**src/design/assert_macros.svh**
```systemverilog
// assertion macros used by the top design file
`ifndef ASSERT_MACROS_SVH
`define ASSERT_MACROS_SVH
`ifndef SYNTH
`define ASSERT_IMPLIES(label, clk, rst_n, a, b) \
    label: assert property (@(posedge clk) disable iff (!rst_n) (a) |-> (b)) \
    else $error("assertion failed");
`define ASSERT_NEXT(label, clk, rst_n, a, b) \
    label: assert property (@(posedge clk) disable iff (!rst_n) (a) |=> (b)) \
    else $error("assertion failed");
`else
`define ASSERT_IMPLIES(label, clk, rst_n, a, b)
`define ASSERT_NEXT(label, clk, rst_n, a, b)
`endif
`endif

```
**src/design/etb_pkg.sv**
```systemverilog
// shared types, constants and functions for the edge tangent block
package etb_pkg;
    localparam int DEF_INDEX_BITS = 16;
    localparam int MAG_BITS = 33;
    localparam int LEN_BITS = 31;
    localparam int Q_BITS = 16;
    localparam int SQRT_STEPS = 31;
    localparam int DIV_STEPS = 16;
    localparam int FIFO_DEPTH = 4;
    localparam int FIFO_PTR_BITS = 2;

    typedef struct packed {
        logic [Q_BITS-1:0] idx;
        logic [MAG_BITS-1:0] dx;
        logic [MAG_BITS-1:0] dy;
        logic [MAG_BITS-1:0] dz;
        logic [15:0] nx;
        logic [15:0] ny;
        logic [15:0] nz;
    } edge_t;

    typedef struct packed {
        logic [29:0] ax;
        logic [29:0] ay;
        logic [29:0] az;
        logic sx;
        logic sy;
        logic sz;
        logic zero;
    } nrm_in_t;

    typedef struct packed {
        logic [15:0] qx;
        logic [15:0] qy;
        logic [15:0] qz;
        logic zero;
    } nrm_out_t;

    // magnitude of a signed value, one bit wider than needed
    function automatic logic [MAG_BITS-1:0] mag33(input logic [MAG_BITS-1:0] v);
        mag33 = v[MAG_BITS-1] ? (~v + 1'b1) : v;
    endfunction

    // leading one position of a 33-bit value
    function automatic logic [5:0] lead33(input logic [MAG_BITS-1:0] v);
        logic [5:0] p;
        p = '0;
        for (int i = 0; i < MAG_BITS; i++)
            if (v[i])
                p = 6'(i);
        lead33 = p;
    endfunction
endpackage

```
**src/design/etb_front.sv**
```systemverilog
// front end: edge vector and queue of edge items
module etb_front
    import etb_pkg::*;
#(
    parameter int INDEX_BITS = DEF_INDEX_BITS
)
(
    input  logic                  clk,
    input  logic                  rst_n,
    input  logic                  push,
    output logic                  full,
    input  logic [15:0]           vertex_index,
    input  logic signed [31:0]    from_x,
    input  logic signed [31:0]    from_y,
    input  logic signed [31:0]    from_z,
    input  logic signed [31:0]    to_x,
    input  logic signed [31:0]    to_y,
    input  logic signed [31:0]    to_z,
    input  logic signed [15:0]    normal_x,
    input  logic signed [15:0]    normal_y,
    input  logic signed [15:0]    normal_z,
    input  logic                  take,
    output logic                  avail,
    output edge_t                 item
);
    edge_t mem [FIFO_DEPTH];
    logic [FIFO_PTR_BITS-1:0] wp_reg, rp_reg;
    logic [FIFO_PTR_BITS:0] cnt_reg;
    logic wr, rd;
    edge_t e;

    always_comb
    begin
        e.idx = vertex_index & 16'((33'd1 << INDEX_BITS) - 33'd1);
        e.dx = 33'(to_x) - 33'(from_x);
        e.dy = 33'(to_y) - 33'(from_y);
        e.dz = 33'(to_z) - 33'(from_z);
        e.nx = normal_x;
        e.ny = normal_y;
        e.nz = normal_z;
    end

    assign full = (cnt_reg == (FIFO_PTR_BITS+1)'(FIFO_DEPTH));
    assign avail = (cnt_reg != '0);
    assign wr = push && !full;
    assign rd = take && avail;
    assign item = mem[rp_reg];

    always_ff @(posedge clk)
    begin
        if (wr)
            mem[wp_reg] <= e;
    end

    always_ff @(posedge clk or negedge rst_n)
    begin
        if (!rst_n)
        begin
            wp_reg <= '0;
            rp_reg <= '0;
            cnt_reg <= '0;
        end
        else
        begin
            if (wr)
                wp_reg <= wp_reg + 1'b1;
            if (rd)
                rp_reg <= rp_reg + 1'b1;
            cnt_reg <= cnt_reg + (FIFO_PTR_BITS+1)'(wr) - (FIFO_PTR_BITS+1)'(rd);
        end
    end
endmodule

```
**config.mk**
```make
export PLATFORM = sky130hd
export DESIGN_NAME = etb_front
export DESIGN_NICKNAME = d
export VERILOG_FILES = /design/src/design/assert_macros.svh /design/src/design/etb_pkg.sv /design/src/design/etb_front.sv
export SDC_FILE = /design/constraint.sdc
export NUM_CORES = 1
export LEC_CHECK = 0
export BUFFER_PORTS_ARGS = -buffer_cell sky130_fd_sc_hd__buf_2
export CAP_MARGIN = 10
export CELL_PAD_IN_SITES_DETAIL_PLACEMENT = 0
export CELL_PAD_IN_SITES_GLOBAL_PLACEMENT = 1
export CORE_MARGIN = 5
export CORE_UTILIZATION = 31
export CTS_BUF_LIST = sky130_fd_sc_hd__clkbuf_4 sky130_fd_sc_hd__clkbuf_8
export CTS_CLUSTER_DIAMETER = 60
export DETAILED_ROUTE_END_ITERATION = 10
export PLACE_DENSITY_LB_ADDON = 0.12
export SYNTH_ARGS = -nofsm -noshare
export SYNTH_HDL_FRONTEND = slang
export SYNTH_SLANG_ARGS = --single-unit
```
**constraint.sdc**
```tcl
create_clock -name clk -period 13.4 [get_ports clk]
set_clock_uncertainty 0.15 [all_clocks]
set_input_delay 2.01 -clock clk [delete_from_list [all_inputs] [get_ports clk]]
set_output_delay 2.01 -clock clk [all_outputs]
set_load 0.03 [all_outputs]
```
**Word-level counts from Yosys, hierarchy flattened**

Memories as Yosys holds them, arrays and structs flattened.
Cells that the tools add are included.

- $add $sub $neg: 7
- Equality and inequality tests: 1
- Multiplexer cells: 2
- Reduce and logical (&&, ||, !) cells: 4

Operator list:

| kind | number |
|---|---|
| $sub 32x32->33 | 3 |
| $add 2x1->2 const B | 2 |
| $add 3x1->3 | 1 |
| $eq 3x3->1 const B | 1 |
| $reduce_bool 3->1 | 1 |
| $sub 3x1->3 | 1 |
| $logic_and 1x1->1 | 2 |
| $mux 1 | 2 |
| $logic_not 1->1 | 1 |

- Flip-flop bits (word level): 7
- Bits in writable memories: 652
- Input bits: 260
- Output and inout port bits: 165
- Word-level logic and storage cells: 18
- Memories kept: 1

Memory list:

| name | words | bits a word | rd ports | clocked after memory_dff | write ports | RTL line | text |
|---|---|---|---|---|---|---|---|
| mem | 4 | 163 | 1 | 0 | 1 | etb_front.sv:26 | `edge_t mem [FIFO_DEPTH];` |

**Depth between registers and ports, before layout**

Gate-level depths: netlist (run 1).

- Word-level depth: 5
- Mapped depth: 12
- Mapped depth without buffers: 12

**Worst setup path before layout (run 1)**

Ideal clock, no wire load.

- Kind: input -> register
- Start: input port push
- End: memory mem[0][0] in the netlist's numbering, enable pin
- Setup time: 0.543 ns
- Arrival: 6.110 ns
- Required time: 12.707 ns
- Path slack: 6.597 ns
- Stages: 3
- Path buffers: 1
- Cells stage by stage: nor2b_1 -> clkbuf_1 -> and2_1

- Longest elaborated chain between the ends: 3

RTL lines:

| element | RTL line | text |
|---|---|---|
| from (decl) | etb_front.sv:10 | `input logic push,` |
| $logic_and 1x1->1 | etb_front.sv:45 | `assign wr = push && !full;` |
| $mux 1 | etb_front.sv:51 | `if (wr)` |
| $mux 1 (not written as such) | etb_front.sv:52 | `mem[wp_reg] <= e;` |
| to (decl) | etb_front.sv:26 |  |

No other way between the ends.

==> results.yml, run 1 <==
sta:
  layout_setup_ws_ns: 7.895
  grt_setup_unrepaired: "no"
  fmax_ghz: 0.1817
  finalMaxSlewViolations: 0
  max_slew_margin: 0.2954
  final.setup.tns_ns: 0
  tightest_slew_ns: 1.048
  timing.final.crit_share: 0.4108
  hold_violations: 0
  min_period_ns: 5.505
  setup_violations: 0
clock_tree:
  cts_resized: 0
  cts_hold_buf: 0
  cts.path.max_buffers: 3
  h-tree-depth: 3
  clock_sinks: 659
  path_clk_slew_ns: 0.05
  clk_latency_ns: 0.70
  post_cts_buffers: 0
  cts_tree: "done"
  numCtsBuffers: 112
  clock-root-buffer: "clkbuf_8"
layout:
  n_fill_cell: 8820
  area_growth_pct: 20.38
  post_route_cells_drive_above_1_share: 0.3527
  largest_reg_flops: 652
  final_core_util: 0.3770
  stdcell_count: 3486
  final_nets: 2522
floorplan:
  die_x_um: 314.8
  boundaryPins: 425
  coreArea_um2: 91940
  row_count: 111
  die_h_um: 314.8
  start_util: 0.3132
  die_area_um2: 99070
global_route:
  grt_pass1_vias: 17740
  grt_pass1_wl_um: 109900
  grt_start_max_net_pins: 132
  track_usage: 0.1469
  antenna_found_initial: 5
  overflow: 0
synthesis:
  yosysSeqAreaShare: 0.6861
  synthFlopType: "edfxtp_1"
  synth_enable_flop_cells: 652
  ys_ff_latch: 659
  ys_async_sr_fraction: 0.01062
  syn_area_um2: 28790
  synth_fp_nets: 2012
  synth.most_common_cell: "edfxtp_1"
  synthDistinctLibCells: 55
  yosys_warnings: 0
  yosys.area.top_type: "edfxtp_1"
  yosys-top-cells-area: "edfxtp_1 (68%), mux4_2 (13%), ha_1 (4.4%)"
  synthDominantCellAreaShare: 0.6800
  synth_common_cells: "edfxtp_1 (652), mux4_2 (163), inv_1 (129)"
  syn_inst: 1646
  synth_area_per_cell_um2: 17.49
min_path:
  hold_class: "reg2reg"
  hp-start: "cnt_reg[0]$_DFF_PN0_"
  hold_path_end: "cnt_reg[0]$_DFF_PN0_"
  whs_path_depth: 1
pwr:
  p_per_area_nw_per_um2: 214.4
  p_leak_nw: 12.87
  ir_worst_vdd_mv: 0.1674
critical_path:
  r2r_cells: 5
  critPathLaunchType: "flip-flop"
  critical_path_class: "reg2out"
  path_max_fanout: 43
  end_kind: "output port"
  r2r_end: "mem[1][100]$_DFFE_PP_"
  rrSetupSlack_ns: 9.59
  timing.rr.start: "cnt_reg[2]$_DFF_PN0_"
  worstPathArrival_ns: 3.34
  cp_data_required_time_ns: 11.24
route:
  wl_um: 74380
  first_pass_iters: 4
  wl_per_cell_um: 21.34
  drtIter0Drc: 905
  vias: 16410
  vias_per_cell: 4.708
  drcViolationCount: 0
  ant_nets: 0
flow_run:
  cap_violations: 0
place:
  dp_hpwl_um: 48950
  pre_cts_slack_ns: 7.379
  place_inst: 3285
  gp_congestion: 0.7469
  io_buffers: 424
status:
  status: "complete, no violations"
==> per-stage QoR <==
stage / hold WS [ns] / power, mW / instance area [um^2]
2_1_floorplan: 0.3432 / 4.896 / 28790
3_3_place_gp: 0.3722 / 5.805 / 32460
3_5_place_dp: 0.3847 / 5.833 / 32460
4_1_cts: 0.3973 / 7.635 / 34650
5_1_grt: 0.4256 / 7.857 / 34660
6_report: 0.3944 / 7.433 / 34660
==> metal layers <==
layer	GRT usage	part of all wire	vias to the layer above	wire, um
met3	0.03615	0.059	95	4420
met5	0	0.00017	-	13
met2	0.2558	0.51	442	37630
met1	0.1833	0.42	8322	30940
met4	0.04015	0.018	2	1370
li1	-	-	7552	-
==> cells in the final DEF (no fill, tap or decap), types with 11 or more instances in the layout <==
cell type and instances:
clkbuf_4 35, nand2_1 58, xor2_1 26, clkinv_2 13
clkbuf_8 117, mux4_2 163, buf_2 424, clkinv_1 24
inv_1 129, buf_4 13, o21a_1 19, a21oi_1 84
a31oi_1 12, nand2b_1 15, nor2b_1 11, o21ai_0 49
xnor2_1 56, a21o_1 44, edfxtp_1 652, nor3_1 12
ha_1 102, nand3_1 19, nor2_1 52
==> power by group <==
group | internal (mW) | total (mW) | switching, mW
combinational | 0.927 | 2.74 | 1.81
clock | 0.978 | 1.76 | 0.779
sequential | 2.80 | 2.94 | 0.132
total | 4.71 | 7.43 | 2.72
==> critical path, stage by stage (launching register included) <==
cell     delay [ns]
dfrtp_4        0.90
buf_4          0.87
mux4_2         0.64
buf_2          0.20
==> area by class of cell <==
class | count | area, um^2 | area share
diodes | 3 | 7.507 | 0.0002166
clock buffers | 152 | 1873 | 0.05404
clock inverters | 46 | 316.6 | 0.009133
inverters | 129 | 484.2 | 0.01397
multi-input cells | 815 | 8403 | 0.2424
flip-flops and latches | 659 | 19760 | 0.5701
well taps | 1243 | 1555 | 0.04487
repair buffers | 439 | 2260 | 0.06519
==> worst max-delay path by stage <==
stage                           from                    end  slack (ns)
6_report       rp_reg[0]$_DFFE_PN0P_               item[71]        7.90
5_1_grt        rp_reg[0]$_DFFE_PN0P_               item[71]        7.50
4_1_cts        rp_reg[0]$_DFFE_PN0P_               item[71]        7.59
3_5_place_dp               from_x[1]  mem[0][145]$_DFFE_PP_        7.38
3_3_place_gp               from_x[1]  mem[0][145]$_DFFE_PP_        7.44
2_1_floorplan                   push    mem[0][0]$_DFFE_PP_        6.60
==> kinds of logic after synthesis <==
logic type,count (synthesis),synth area share
DFF,659,0.6861
AOI/OAI and AO/OA,259,0.05762
and+or+nand+nor,205,0.03433
buffers and inverters,172,0.02242
muxes,163,0.1275
adders and majority gates,106,0.04711
xor gates and xnor gates,82,0.02494
(Power assumes the default switching activity.)
==> run 2: changes to the inputs <==
==> constraint.sdc (replaced) <==
create_clock -name clk -period 4.7 [get_ports clk]
set_clock_uncertainty 0.15 [all_clocks]
set_input_delay 0.705 -clock clk [delete_from_list [all_inputs] [get_ports clk]]
set_output_delay 0.705 -clock clk [all_outputs]
set_load 0.03 [all_outputs]
==> run 2 against run 1 <==
  * Final area increased by 2.7%
  * Sequential power increased to 2.9 times the previous value
  * Global-route usage increased by 0.24 points
  * Hold slack got worse by 0.12 ns
  * Flip-flop and latch count unchanged
  * Critical endpoint is now item[154]
  * Count of clock-buffer cells in the layout decreased by 1
  * Clock power increased to 2.8 times the previous value
  * Largest power group unchanged
  * Highest routed layer unchanged
==> results.yml, run 2 (synthesized netlist as in run 1, its figures left out) <==
floorplan:
  die_h_um: 314.8
  boundaryPins: 425
  die_area_um2: 99070
  die_x_um: 314.8
  start_util: 0.3132
  coreArea_um2: 91940
  row_count: 111
sta:
  min_period_ns: 3.858
  timing.final.crit_share: 0.8208
  finalMaxSlewViolations: 0
  final.setup.tns_ns: 0
  max_slew_margin: 0.3612
  hold_violations: 0
  fmax_ghz: 0.2592
  grt_setup_unrepaired: "no"
  tightest_slew_ns: 0.9581
  setup_violations: 0
critical_path:
  cp_data_required_time_ns: 3.85
  worst-path-buf-inv: 2
  cpMaxStageDelayCell: "dfrtp_4"
  path_delay_family: "flip-flops"
  critical_path_class: "reg2out"
  end_kind: "output port"
  worstPathArrival_ns: 3.00
  slowest_delay_ns: 1.06
  cp_cell_sequence: "buf_4 > mux4_2 > buf_2"
  path_max_fanout: 36
  critPathLaunchType: "flip-flop"
route:
  first_pass_iters: 4
  wl_per_cell_um: 21.08
  drcViolationCount: 0
  vias_per_cell: 4.680
  vias: 16710
  drtIter0Drc: 731
  wl_um: 75270
  ant_nets: 0
layout:
  area_growth_pct: 23.59
  n_fill_cell: 8777
  post_route_cells_drive_above_1_share: 0.3447
  stdcell_count: 3570
  layout_commonest_cell: "edfxtp_1"
  final_nets: 2602
  largest_reg_flops: 652
  layout_common_cells: "edfxtp_1 (652), buf_2 (424), mux4_2 (163)"
global_route:
  grt_pass1_wl_um: 111800
  overflow: 0
  track_usage: 0.1493
  grt_start_max_net_pins: 75
  grt_pass1_vias: 18440
  antenna_found_initial: 5
place:
  place_inst: 3299
  gp_congestion: 0.7614
  dp_hpwl_um: 51130
  io_buffers: 424
pwr:
  clockPowerShare: 0.232
  p_per_area_nw_per_um2: 602.4
  p_switching_mw: 7.906
  pwr-share-seq: 0.392
  p_leak_nw: 13.25
  p_sw_frac: 0.3688
  ir_worst_vdd_mv: 0.2521
  comb_power_share: 0.376
  internal_power_mw: 13.53
clock_tree:
  h-tree-depth: 3
  path_clk_slew_ns: 0.06
  cts_tree: "done"
  cts_resized: 0
  cts.path.max_buffers: 3
  clock-root-buffer: "clkbuf_8"
  clock_sinks: 659
  clk_latency_ns: 0.70
  numCtsBuffers: 113
status:
  status: "complete, no violations"
flow_run:
  cap_violations: 0
min_path:
  hold_class: "in2reg"
[run 2: cell types whose count changed in the layout (fill, tap and decap cells not counted), sizes merged]
cell	before	now
buf	439	453
bufinv	4	3
clkbuf	152	151
clkinv	37	43
clkinvlp	2	3
dlygate4sd3	0	65
[run 2: metal layers]
metal  global-route usage  vias up  share of wire
li1                     -     7725              -
met1               0.1896     8470           0.43
met2               0.2574      399           0.50
met3              0.03142      110          0.053
met4              0.04671        2          0.024
met5                    0        -       0.000093
[run 2: repair_timing]
item / in CTS / in global routing
setup endpoints to repair: 0 / 0
hold buffers: 65 / 0
endpoints found under the hold margin: 263 / 0
buffers inserted: 0 / 0
[run 2: metrics by stage]
step             util  hold slack (ns)  power (mW)  worst slack, ns  instance area [um^2]
2_1_floorplan       -           0.2594       13.84           0.9309                 28800
3_3_place_gp   0.3561           0.3726       16.77           0.2417                 32740
3_5_place_dp   0.3561           0.3788       16.84           0.2151                 32740
4_1_cts        0.3870           0.1820       22.00           0.6315                 35580
5_1_grt        0.3870           0.2518       22.64           0.5746                 35580
6_report       0.3870           0.2725       21.44           0.8421                 35590
[run 2: worst min-delay path: stages]
cell	delay (ns)
buf_2	0.07
and2_1	0.22
xor2_1	0.09
[run 2: power by group through the flow]
stage	logic (mW)	clock network, mW	registers, mW
CTS	8.35	5.21	8.45
global route	8.63	5.48	8.52
floorplan	5.51	0	8.33
finish	8.05	4.98	8.40
detailed placement	8.27	0	8.56
global placement	8.27	0	8.50
[run 2: final cells by class]
type,instances,area (um^2),area share
Sequential cell,659,19760,0.5553
Clock inverter,52,342.8,0.009634
Timing Repair Buffer,518,3191,0.08966
Antenna cell,3,7.507,0.0002110
Inverter,129,484.2,0.01361
Multi-Input combinational cell,815,8403,0.2361
Tap cell,1243,1555,0.04370
Clock buffer,151,1841,0.05172
[run 2: final timing paths]
kind,startpoint,end,slack [ns],cells past startpoint
max in group asynchronous,rst_n,rp_reg[1]$_DFFE_PN0P_,3.89,2
hold / removal,take,rp_reg[0]$_DFFE_PN0P_,0.27,3
min in group asynchronous,rst_n,cnt_reg[1]$_DFF_PN0_,0.31,2
setup / recovery,rp_reg[0]$_DFFE_PN0P_,item[154],0.84,3
hold reg to reg,cnt_reg[0]$_DFF_PN0_,cnt_reg[0]$_DFF_PN0_,0.39,1
setup reg to reg,cnt_reg[2]$_DFF_PN0_,mem[3][92]$_DFFE_PP_,1.86,4
